--- src/hdl/acs_pkg.sv ---
// shared constants, types and codes for the checkerboard shade block
// no dependencies
package acs_pkg;

  localparam int CoordW     = 32;
  localparam int CellW      = 31;
  localparam int CountW     = 8;
  localparam int QuotW      = 8;
  localparam int LevelW     = 8;
  localparam int SqW        = 2 * CoordW;
  localparam int RootW      = CoordW;
  localparam int RootLat    = SqW / 2;
  localparam int LocLat     = QuotW + 1;
  localparam int FrontLat   = RootLat + 4;
  localparam int ProdW      = CountW + CellW;
  localparam int NumW       = CellW + 8;
  localparam int DivW       = RootW + QuotW;
  localparam int QueueDepth = 2;
  localparam int CfgIdxW    = 2;

  localparam logic [LevelW-1:0] MidLevel  = LevelW'(180);
  localparam logic [LevelW-1:0] MaxLevel  = LevelW'(255);
  localparam logic [LevelW-1:0] LightSpan = LevelW'(75);

  localparam logic [CountW-1:0] CellsXReset   = CountW'(8);
  localparam logic [CountW-1:0] CellsYReset   = CountW'(6);
  localparam logic [CellW-1:0]  CellSizeReset = CellW'(65536);

  typedef enum logic [CfgIdxW-1:0] {
    CFG_CELLS_X   = 2'd0,
    CFG_CELLS_Y   = 2'd1,
    CFG_CELL_SIZE = 2'd2
  } cfg_idx_e;

  typedef enum logic [1:0] {
    KIND_WHITE = 2'd0,
    KIND_LIGHT = 2'd1,
    KIND_DARK  = 2'd2
  } kind_e;

  typedef struct packed {
    kind_e              kind;
    logic [CellW-1:0]   gap;
    logic [RootW-1:0]   smooth;
  } job_t;

endpackage

--- src/hdl/acs_fifo.sv ---
// short queue of shading jobs between front and back
// depends on acs_pkg
module acs_fifo import acs_pkg::*; (
  input  logic clk_i,
  input  logic rst_ni,
  input  logic push_i,
  input  job_t job_i,
  input  logic pop_i,
  output logic valid_o,
  output logic full_o,
  output job_t job_o
);

  localparam int PtrW = $clog2(QueueDepth);
  localparam int CntW = $clog2(QueueDepth + 1);

  job_t            mem_q [QueueDepth];
  logic [PtrW-1:0] wr_q, wr_d, rd_q, rd_d;
  logic [CntW-1:0] cnt_q, cnt_d;
  logic            do_pop;

  assign do_pop  = pop_i && (cnt_q != '0);
  assign valid_o = (cnt_q != '0);
  assign full_o  = (cnt_q == CntW'(QueueDepth));
  assign job_o   = mem_q[rd_q];

  always_comb begin
    wr_d  = push_i ? PtrW'((int'(wr_q) + 1) % QueueDepth) : wr_q;
    rd_d  = do_pop ? PtrW'((int'(rd_q) + 1) % QueueDepth) : rd_q;
    cnt_d = cnt_q + CntW'(push_i) - CntW'(do_pop);
  end

  always_ff @(posedge clk_i or negedge rst_ni) begin
    if (!rst_ni) begin
      wr_q  <= '0;
      rd_q  <= '0;
      cnt_q <= '0;
    end else begin
      wr_q  <= wr_d;
      rd_q  <= rd_d;
      cnt_q <= cnt_d;
    end
  end

  always_ff @(posedge clk_i) begin
    if (push_i) begin
      mem_q[wr_q] <= job_i;
    end
  end

endmodule

--- config.mk ---
export PLATFORM = sky130hd
export DESIGN_NAME = acs_fifo
export DESIGN_NICKNAME = d
export VERILOG_FILES = /design/src/hdl/acs_pkg.sv /design/src/hdl/acs_fifo.sv
export SDC_FILE = /design/constraint.sdc
export NUM_CORES = 1
export LEC_CHECK = 0
export ABC_CLOCK_PERIOD_IN_PS = 4600
export BUFFER_PORTS_ARGS = -buffer_cell sky130_fd_sc_hd__clkbuf_2
export CAP_MARGIN = 5
export CORE_UTILIZATION = 31
export DETAILED_ROUTE_END_ITERATION = 10
export PLACE_DENSITY = 0.53
export RECOVER_POWER = 100
export SLEW_MARGIN = 20
export SYNTH_ARGS = -nofsm -noshare
export SYNTH_HDL_FRONTEND = slang
export SYNTH_SLANG_ARGS = --single-unit
--- constraint.sdc ---
create_clock -name clk_i -period 4.6 [get_ports clk_i]
set_input_delay 0.46 -clock clk_i [delete_from_list [all_inputs] [get_ports clk_i]]
set_output_delay 0.46 -clock clk_i [all_outputs]
set_load 0.01 [all_outputs]
## Word level (Yosys, flattened, before mapping)

Memory sizes are Yosys's and may differ from the RTL's.
Index checks and enable logic that the tools add are counted.

- Flip-flop bits (word level): 4
- Bits in writable memories: 130
- Bits of input ports: 69
- Word-level logic and storage cells: 13
- Memories: 1

Memory list:

| memory | words | bits a word | read ports | clocked after memory_dff | write ports | RTL line | RTL |
|---|---|---|---|---|---|---|---|
| mem_q | 2 | 65 | 1 | 0 | 1 | acs_fifo.sv:17 | `job_t mem_q [QueueDepth];` |

- Add/subtract/negate cells: 4
- Equality and inequality tests: 1
- Muxes and demuxes: 2
- Reduce and logical (&&, ||, !) cells: 2

Operators by type and width:

| kind | number |
|---|---|
| $add A1 B1 Y1 const B | 2 |
| $add A2 B1 Y2 | 1 |
| $eq A2 B2 Y1 const B | 1 |
| $mux W1 | 2 |
| $reduce_bool A2 Y1 | 1 |
| $sub A2 B1 Y2 | 1 |
| $logic_and A1 B1 Y1 | 1 |

## Longest topological paths before layout

- Depth after elaboration: 3
- Depth in mapped cells: 6
- Mapped depth without buffers: 6

## Worst setup path before layout

No wires, ideal clock.

- Path type: in2reg
- From: input port push_i
- To: memory mem_q[0][0] in the netlist's numbering, enable pin
- Arrival time: 3,317 ps
- Data required time: 4,104 ps
- Setup slack: 787 ps
- Stages on the path: 1
- Path buffers: 0
- Cells stage by stage: nor2b_1

- Cells in the longest elaborated chain, start to end: 2

RTL lines:

| what | RTL line | RTL |
|---|---|---|
| start: declaration | acs_fifo.sv:6 | `input logic push_i,` |
| $mux W1 | acs_fifo.sv:46 | `if (push_i) begin` |
| $mux W1 (implied by the code) | acs_fifo.sv:47 | `mem_q[wr_q] <= job_i;` |
| end: declaration | acs_fifo.sv:17 |  |

No other way between the ends.

==> summary.txt <==
Comb power frac -> 21.9%
min-delay src -> job_i[3]
crit path from -> rd_q$_DFFE_PN0P_
area of the multi-input gates -> 828 um2
area grow syn2layout -> 25.6%
proportion of layout cells with a drive suffix above 1 -> 30.5%
critical path type -> register to output pin
Final min period -> 3.24 ns
Crit Path Max Fanout -> 47
Yosys top cell by area -> edfxtp_1
commonest non-fill, non-tap cell in the layout -> edfxtp_1
Setup violations, final -> 0
Pre-antenna DRT Iters -> 4
clk sinks -> 134
drt wl/cell -> 15.0 um
Top-Level Pins -> 136
Clock Latency Late Sink -> 0.41 ns
clk_skew -> 0.00631 ns
grt ovf -> 0
critical path endpoint category -> output pin
Net Sw Frac -> 26.9%
register area share after synthesis -> 79.2%
die area -> 16800 um2
gp weighted congestion -> 0.650
Num CTS Buffers -> 17
PortBufs -> 135
fill count -> 1534
final-report max-slew violation count -> 123
first-pass GRT wire length -> 13.3 mm
total negative slack -> 0 ns
Die Width -> 130 um
Post-Synthesis Cells -> 219
Max Cap Viol -> 3
DRT antenna net count -> 0
Core Rows -> 46
Vias/cell -> 4.17
synth unique cells -> 14
Int Pwr -> 2990 uW
initial antenna violation count -> 0
Max IR drop VDD -> 0.000282 V
type of origin of the critical path -> register
Max Clk Rate -> 0.309 GHz
placed cells -> 566
DP Wirelength -> 5.61 mm
DRC viols -> 0
Die Y -> 130 um
mean area per synthesized cell -> 23.1 um2
Diodes inserted -> 0
Synth Cell Area -> 5050 um2
non-filler instance count after layout -> 599
total placed instance area -> 5970 um2
failing checks -> capacitance limit, slew limit
vias in the first global route -> 2615
final hold vios -> 0
Syn Nets -> 290
Slew Limit Headroom -> -109%
area occupied by registers -> 4010 um2
most frequent cells in the layout -> 130 x edfxtp_1, 76 x clkbuf_1, 65 x clkbuf_2
FF-to-FF Start -> wr_q$_DFFE_PN0P_
routed via count -> 2497
Net Sw Power -> 1100 uW
period utilization -> 70.5%
crit path DAT -> 2.78 ns
fin nets -> 441
Yosys top cell area share -> 77.3%
Worst Tran Pin Value -> 3.14 ns
Starting DRT DRC Count -> 75
Core Region -> 15900 um2
Yosys warning count -> 0
clock network power share -> 34.6%
leakage -> 0.00224 uW
P per Cell Area -> 646 nW/um2
status -> complete, but fails checks
largest net degree at the start of global routing -> 66
Post-Route WL -> 8.97 mm
clock buffer depth -> 2
cell depth of the worst min-delay path -> 1
Post-Layout Inst Area -> 6340 um2
Initial Utilization -> 31.8%
htree depth -> 4
worst hold path type -> input pin to register
register bit total from synthesis -> 134
Root Buffer -> clkbuf_16
clock slew at reported path FFs -> 0.06 ns
Total Routing Usage GR -> 11.2%
CTS tree -> built
required time of the critical path -> 4.14 ns
R2R depth -> 1
Reg power frac -> 43.5%
top cells by area, synth -> edfxtp_1 77%, mux2_4 12%, mux2_2 5.6%
RSZ-0062 raised after global routing -> false
[through the flow]
stage          util (%)  setup slack [ns]  total power (uW)  hold WS [ns]
6_report           39.9              1.36              4100         0.235
3_3_place_gp       37.6              2.17              2910         0.272
4_1_cts            41.5              1.69              4380         0.210
3_5_place_dp       37.6              2.14              2930         0.277
2_1_floorplan         -             0.787              2550         0.164
5_1_grt            39.9              1.07              4320         0.207
[logic make-up (layout without fill, tap and decap cells)]
| group | Yosys count | count (layout) | share of synthesized area, % |
|---|---|---|---|
| buffers and inverters | 9 | 173 | 1.46 |
| multiplexers | 65 | 65 | 17.5 |
| adder cells (fa/ha/maj) | 2 | 2 | 0.495 |
| flip-flops | 134 | 134 | 79.2 |
| AO/OA/AOI/OAI | 1 | 1 | 0.149 |
| AND/OR/NAND/NOR | 4 | 4 | 0.495 |
| XOR/XNOR | 4 | 4 | 0.694 |
[registers in the layout (all words and copies together) (netlist names)]
register,flops
cnt_q,2
wr_q,1
mem_q,130
rd_q,1
[path summary, 6_finish.rpt]
check                                          to  slack, ns
max                                     job_o[63]       1.36
min                         mem_q[0][3]$_DFFE_PP_       0.23
max reg2reg                mem_q[1][11]$_DFFE_PP_       1.47
min reg2reg                      wr_q$_DFFE_PN0P_       0.49
max in group asynchronous        rd_q$_DFFE_PN0P_       3.96
min in group asynchronous        rd_q$_DFFE_PN0P_       0.41
[power by group through the flow]
stage | clock, uW | sequential (uW) | combinational [uW]
after global routing | 1510 | 1820 | 994
after detailed placement | 0 | 1820 | 1110
final | 1420 | 1780 | 896
after floorplan | 0 | 1710 | 838
after CTS | 1460 | 1800 | 1120
after global placement | 0 | 1810 | 1100
[worst max-delay path, cell delays in order (launching register included)]
cell and delay, ns:
dfrtp_4 0.87, clkbuf_1 0.92, mux2_2 0.42, clkbuf_1 0.13
[cell usage after synthesis, drive strengths merged]
library cell	count
edfxtp	130
inv	2
nor2b	2
xor2	2
xnor2	2
or2	1
dfrtp	4
ha	2
mux2	65
o21a	1
and2	1
buf	7
[final cells by class]
type | count | area share, %
Timing Repair Buffer | 139 | 9.61
Clock buffer | 21 | 6.94
Inverter | 2 | 0.118
Sequential cell | 134 | 63.2
Tap cell | 216 | 4.26
Multi-Input combinational cell | 76 | 13.1
Clock inverter | 11 | 2.84
[per-layer routing]
layer  vias up  part of all wire (%)  track usage [%]
met5         -                     0                0
met4         0                   1.6             5.13
met3        15                   7.8             5.86
met2        88                    47             17.1
met1      1222                    43             13.0
li1       1172                     -                -
[timing repair]
action | CTS | global route
gates resized for setup | 0 | 0
endpoints found under the hold margin | 4 | 0
setup buffers | 0 | 0
hold buffers | 1 | 0
(Power assumes the default switching activity.)
