$ cat src/hdl/acs_pkg.sv
// shared constants, types and codes for the checkerboard shade block
// no dependencies
package acs_pkg;

  localparam int CoordW     = 32;
  localparam int CellW      = 31;
  localparam int CountW     = 8;
  localparam int QuotW      = 8;
  localparam int LevelW     = 8;
  localparam int SqW        = 2 * CoordW;
  localparam int RootW      = CoordW;
  localparam int RootLat    = SqW / 2;
  localparam int LocLat     = QuotW + 1;
  localparam int FrontLat   = RootLat + 4;
  localparam int ProdW      = CountW + CellW;
  localparam int NumW       = CellW + 8;
  localparam int DivW       = RootW + QuotW;
  localparam int QueueDepth = 2;
  localparam int CfgIdxW    = 2;

  localparam logic [LevelW-1:0] MidLevel  = LevelW'(180);
  localparam logic [LevelW-1:0] MaxLevel  = LevelW'(255);
  localparam logic [LevelW-1:0] LightSpan = LevelW'(75);

  localparam logic [CountW-1:0] CellsXReset   = CountW'(8);
  localparam logic [CountW-1:0] CellsYReset   = CountW'(6);
  localparam logic [CellW-1:0]  CellSizeReset = CellW'(65536);

  typedef enum logic [CfgIdxW-1:0] {
    CFG_CELLS_X   = 2'd0,
    CFG_CELLS_Y   = 2'd1,
    CFG_CELL_SIZE = 2'd2
  } cfg_idx_e;

  typedef enum logic [1:0] {
    KIND_WHITE = 2'd0,
    KIND_LIGHT = 2'd1,
    KIND_DARK  = 2'd2
  } kind_e;

  typedef struct packed {
    kind_e              kind;
    logic [CellW-1:0]   gap;
    logic [RootW-1:0]   smooth;
  } job_t;

endpackage

$ cat src/hdl/acs_back.sv
// back part: shading ratio by bit per stage division, clip to gray level
// depends on acs_pkg
module acs_back import acs_pkg::*; (
  input  logic              clk_i,
  input  logic              rst_ni,
  input  logic              valid_i,
  input  job_t              job_i,
  output logic              valid_o,
  output logic [LevelW-1:0] gray_o
);

  typedef struct packed {
    logic [NumW-1:0]  rem;
    logic [QuotW-1:0] quo;
    logic [RootW-1:0] smooth;
    kind_e            kind;
    logic             sat;
  } div_stage_t;

  logic             vld_q [QuotW+1];
  logic [NumW-1:0]  num_q;
  logic [RootW-1:0] s_q;
  kind_e            kind_q;
  div_stage_t       stg_in [QuotW];
  div_stage_t       stg_nx [QuotW];
  div_stage_t       stg_q  [QuotW];
  logic [DivW-1:0]  trial  [QuotW];
  div_stage_t       last;
  logic [QuotW:0]   q_ceil;
  logic [LevelW-1:0] gray_d, gray_q;
  logic             out_vld_q;

  always_ff @(posedge clk_i) begin
    num_q  <= NumW'(job_i.gap) * NumW'(MidLevel);
    s_q    <= job_i.smooth;
    kind_q <= job_i.kind;
  end

  always_comb begin
    stg_in[0] = '{rem: num_q, quo: '0, smooth: s_q, kind: kind_q,
                  sat: (DivW'(num_q) >= {s_q, {QuotW{1'b0}}})};
    for (int k = 1; k < QuotW; k++) begin
      stg_in[k] = stg_q[k-1];
    end
    for (int k = 0; k < QuotW; k++) begin
      trial[k]  = DivW'(stg_in[k].smooth) << (QuotW - 1 - k);
      stg_nx[k] = stg_in[k];
      if (DivW'(stg_in[k].rem) >= trial[k]) begin
        stg_nx[k].rem = NumW'(DivW'(stg_in[k].rem) - trial[k]);
        stg_nx[k].quo[QuotW-1-k] = 1'b1;
      end
    end
  end

  always_ff @(posedge clk_i) begin
    for (int k = 0; k < QuotW; k++) begin
      stg_q[k] <= stg_nx[k];
    end
  end

  always_comb begin
    last   = stg_q[QuotW-1];
    q_ceil = {1'b0, last.quo} + (QuotW+1)'(last.rem != '0);
    case (last.kind)
      KIND_LIGHT: begin
        gray_d = (last.sat || last.quo >= LightSpan) ? MaxLevel : MidLevel + last.quo;
      end
      KIND_DARK: begin
        gray_d = (last.sat || q_ceil >= (QuotW+1)'(MidLevel)) ? '0 :
                 LevelW'((QuotW+1)'(MidLevel) - q_ceil);
      end
      default: begin
        gray_d = MaxLevel;
      end
    endcase
  end

  always_ff @(posedge clk_i) begin
    gray_q <= gray_d;
  end

  always_ff @(posedge clk_i or negedge rst_ni) begin
    if (!rst_ni) begin
      for (int k = 0; k <= QuotW; k++) vld_q[k] <= 1'b0;
      out_vld_q <= 1'b0;
    end else begin
      vld_q[0] <= valid_i;
      for (int k = 1; k <= QuotW; k++) vld_q[k] <= vld_q[k-1];
      out_vld_q <= vld_q[QuotW];
    end
  end

  assign valid_o = out_vld_q;
  assign gray_o  = gray_q;

endmodule

$ cat config.mk
export PLATFORM = sky130hd
export DESIGN_NAME = acs_back
export DESIGN_NICKNAME = d
export VERILOG_FILES = /design/src/hdl/acs_pkg.sv /design/src/hdl/acs_back.sv
export SDC_FILE = /design/constraint.sdc
export NUM_CORES = 1
export LEC_CHECK = 0
export BUFFER_PORTS_ARGS = -buffer_cell sky130_fd_sc_hd__buf_4
export CORE_ASPECT_RATIO = 1.2
export CORE_MARGIN = 3
export CORE_UTILIZATION = 31
export CTS_BUF_LIST = sky130_fd_sc_hd__clkbuf_4 sky130_fd_sc_hd__clkbuf_8
export DETAILED_ROUTE_END_ITERATION = 10
export PLACE_DENSITY = 0.51
export SETUP_SLACK_MARGIN = 0.02
export SLEW_MARGIN = 5
export SYNTH_ARGS = -nofsm -noshare
export SYNTH_HDL_FRONTEND = slang
export SYNTH_SLANG_ARGS = --single-unit
$ cat constraint.sdc
create_clock -name clk_i -period 3.4 [get_ports clk_i]
set_input_delay 0.68 -clock clk_i [delete_from_list [all_inputs] [get_ports clk_i]]
set_output_delay 0.68 -clock clk_i [all_outputs]
set_load 0.02 [all_outputs]
# == Yosys cells after proc, flatten, opt, wreduce, memory -nomap -nowiden ==
# Memories as Yosys holds them, arrays and structs flattened.
# Cells that the tools add are included.
# classes
add_sub_neg,11
mul,1
magnitude_cmp,11
n_eq_ne,2
muxes,18
reduce_logical,3
# op_table
cell,n
2-to-1 mux 39 bit,7
greater-or-equal comparator 39 x 40 -> 1 bit,1
2-to-1 mux 40 bit,1
greater-or-equal comparator 39 x 32 -> 1 bit,1
greater-or-equal comparator 39 x 33 -> 1 bit,1
greater-or-equal comparator 39 x 34 -> 1 bit,1
greater-or-equal comparator 39 x 35 -> 1 bit,1
greater-or-equal comparator 39 x 36 -> 1 bit,1
greater-or-equal comparator 39 x 37 -> 1 bit,1
greater-or-equal comparator 39 x 38 -> 1 bit,1
greater-or-equal comparator 39 bit,1
nonzero test 39 bit,1
subtractor 39 x 32 -> 39 bit,1
subtractor 39 x 33 -> 39 bit,1
subtractor 39 x 34 -> 39 bit,1
subtractor 39 x 35 -> 39 bit,1
subtractor 39 x 36 -> 39 bit,1
subtractor 39 x 37 -> 39 bit,1
subtractor 39 x 38 -> 39 bit,1
subtractor 39 bit,1
"multiplier 31 x 6 -> 37 bit, second input constant",1
2-to-1 mux 8 bit,2
one-hot mux 8 bit (2 select lines),1
adder 8 x 1 -> 9 bit,1
other kinds (8),15
# totals
ff_bits,89
ramBits,656
in_bits,68
out_inout_bits,9
word_cells,61
mem_count,1
# mem_list
memory,depth,width,rd,rd_ports_with_merged_regs,wr,line,source
stg_q,8,82,8,0,8,acs_back.sv:26,div_stage_t stg_q [QuotW];

# == Logic depth before layout (Yosys ltp) ==
# An unclocked memory read counts as a cell.
# depth
word_depth,7
mapped_depth,18
ltp_nobuf,18

# == Worst setup path after synthesis ==
# No wires, ideal clock.
# synth_timing
path_type,input to register
start,input port job_i[39] in the netlist's numbering
end,register num_q[38]
setup_time_ps,72
arrival_ps,4305
required_time_ps,3328
setup_slack_ps,-977
path_stages,15
n_path_buf,0
cell_sequence,ha_1 inv_1 fa_1 inv_1 fa_1 ha_1 a2111o_1 o21ai_1 a21oi_1 o41ai_2 o31ai_1 o41ai_1 o21bai_1 a21oi_1 xnor2_1
# synth_via
elab_chain_cells,1
# synth_rtl
element,line,source
start: declaration,acs_back.sv:7,"input job_t job_i,"
multiplier 31 x 6 -> 37 bit,acs_back.sv:34,num_q <= NumW'(job_i.gap) * NumW'(MidLevel);
end signal: assignment,acs_back.sv:34,
end: declaration,acs_back.sv:21,logic [NumW-1:0] num_q;
# No other way between the ends.

# == Worst setup path after layout ==
# layout_timing
start,input port job_i[37] in the netlist's numbering
end,register num_q[37]
# Same word-level chain as after synthesis.

==> results.tsv <==
metric	value	unit
Yosys top cell area share	37.0	%
final hold slack	85.6	ps
Top FF cell, synth	dfxtp_1	
CTS Root Cell	clkbuf_8	
cells taking the most area after synthesis	dfxtp_1 (37%), ha_1 (13%), inv_1 (4.8%), a21oi_1 (4.2%), o21ai_0 (3.9%)	
Iteration-0 DRC Markers	1129	
skew final	44.8	ps
Routed WL per cell	14.4	µm
async set-reset flop share out of synthesis	1.49	%
GR Overflow Total	0	
pins over their slew limit	0	
Layout area overhead	24.6	%
final wirelength	87.3	mm
initial antenna violation count	2	
clock sinks	672	
GRT Util Overall	14.5	%
DIE HEIGHT	378	µm
R2R Path Start	stg_q[1][5]	
largest net degree at the start of global routing	53	
IO buf count	76	
number of remaining DRC errors	0	
Core Rows	135	
failing checks	negative setup slack	
Fin. Hold Viols	0	
Core Area	0.114	mm²
DIE WIDTH	316	µm
vias in the first global route	29200	
Vias/cell	4.64	
status	finished with violations	
Final setup viols	8	
Critical Path Start	job_i[37]	
setup TNS	-1580	ps
Post-Syn Instances	3993	
clk slew on worst S/H paths	60	ps
crit path kind	input pin to register	
Leakage	20.9	nW
Vias	28200	
RSZ-0062 raised after global routing	yes	
Area after DPL	0.0407	mm²
Slew headroom	57.2	%
TritonRoute pass-1 iters	5	
maximum clock path buffer count	3	
VDD IR max	0.305	mV
DP Cell Count	5820	
Final ANT Viol Nets	0	
EDFF count, synth	0	
Tmin final	3690	ps
Max Freq	271	MHz
Worst Setup End Kind	register	
layout cells sized above 1	18.5	%
Synth top cells by count	dfxtp_1 (662), inv_1 (456), ha_1 (365), nand2_1 (311), a21oi_1 (302)	
TritonCTS buffer count	112	
synthesized area	0.0358	mm²
synthesized area per cell	8.96	µm²
TritonCTS clock tree	yes	
DIE AREA	0.120	mm²
H-tree depth	3	
CP Max Fanout	3	
startpoint class of the critical path	input pin	
Starting Density	31.5	%
Clk Latency, worst-skew pair	750	ps
placer congestion estimate	0.880	
Tightest Pin Transition	636	ps
Final nets	4977	
post-synthesis sequential area ratio	37.7	%
Syn Nets	4490	
flop and latch count out of synthesis	672	
Reg2Reg Setup Slack	110	ps
critical path data required time	4020	ps
Worst Hold Class	input pin to register	
Arrival @ worst endpoint	4310	ps
largest area contributor in the netlist	dfxtp_1	
final instance area	0.0446	mm²
Netlist cell types	98	
Place WS	-1210	ps
Tcrit/Tclk final	109	%
Yosys warnings	0	
Post-DP HPWL	70.1	mm
max-cap violation count	0	
Finished Layout Cells	6081	
most common cell in the netlist	dfxtp_1	
Ports	77	
Final Worst Setup Slack	-292	ps
PwrDens	992	mW/mm²
first-pass GRT wire length	141	mm
hold_sp	job_i[8]	
-- state kept, by name, indices dropped and copies added, names as in the netlist --
signal / cells
vld_q: 9
stg_q: 583
s_q: 32
gray_o: 8
num_q: 37
kind_q: 2
valid_o: 1
-- power breakdown --
| group | leakage [nW] | switching [W] | internal [W] |
|---|---|---|---|
| clock network | 1.40 | 0.00321 | 0.00488 |
| registers | 5.69 | 0.00154 | 0.0106 |
| logic | 13.8 | 0.0125 | 0.0115 |
-- cell usage in the layout (no fill, tap or decap), drive strengths merged, types with 47 or more instances in the layout --
master and instances:
dfxtp 662, inv 459, buf 440, ha 365
nand2 311, a21oi 305, o21ai 294, nor2 210
a21o 176, clkbuf 170, xnor2 142, xor2 132
nand3 67, fa 64, nor3 56, nand4 48
o21a 47
-- final timing paths --
path | to | cells after the start
setup / recovery | num_q[37] | 19
hold / removal | s_q[8] | 1
setup reg to reg | stg_q[1][159] | 12
hold reg to reg | stg_q[1][202] | 0
max in group asynchronous | vld_q[5] | 2
min in group asynchronous | valid_o | 2
-- kinds of logic after synthesis --
group	after synthesis	synth area share (%)
AOI/OAI and AO/OA	1094	19.4
xor gates and xnor gates	274	6.71
adders and majority gates	429	16.3
buffers and inverters	555	6.04
DFF	672	37.7
muxes	39	1.21
and+or+nand+nor	930	12.5
-- layer usage --
layer / vias up / wire length [µm] / track usage, %
li1: 14800 / - / -
met5: - / 0 / 0
met1: 12700 / 35800 / 15.6
met4: 0 / 5340 / 8.73
met2: 426 / 43600 / 27.0
met3: 218 / 2600 / 1.80
-- area by class of cell --
type                    count  area [µm²]
multi-input cells        2766       21000
fillers                 11500       69100
clock inverters            38         479
diodes                      1        2.50
inverters                 459        1740
clock buffers             169        2150
well taps                1507        1890
repair buffers            469        3820
flip-flops and latches    672       13500
-- worst max-delay path, stage by stage --
cell,delay [ps]
buf_8,110
ha_4,270
inv_4,40
fa_1,520
inv_1,50
fa_1,490
ha_4,290
buf_6,90
a21oi_2,40
o21ai_2,170
a21oi_2,70
o211ai_1,320
a21o_1,240
buf_6,120
a21oi_2,50
or3_4,360
a31oi_4,190
nand4_1,130
o311ai_2,80
-- repair_timing --
| item | 4_1_cts | 5_1_grt |
|---|---|---|
| pin swaps | 44 | 45 |
| hold buffers | 28 | 0 |
| hold endpoints to repair | 37 | 0 |
| gates resized for setup | 65 | 97 |
| buffers inserted | 12 | 16 |
| gates cloned | 0 | 1 |
| endpoints found under the setup margin | 56 | 127 |
-- through the flow --
stage               power (W)  utilization, %
detailed placement     0.0353            35.8
CTS                    0.0441            38.7
global placement       0.0352            35.8
finish                 0.0442            39.2
global route           0.0482            39.2
floorplan              0.0284               -
Power figures use the tool's default switching activity.
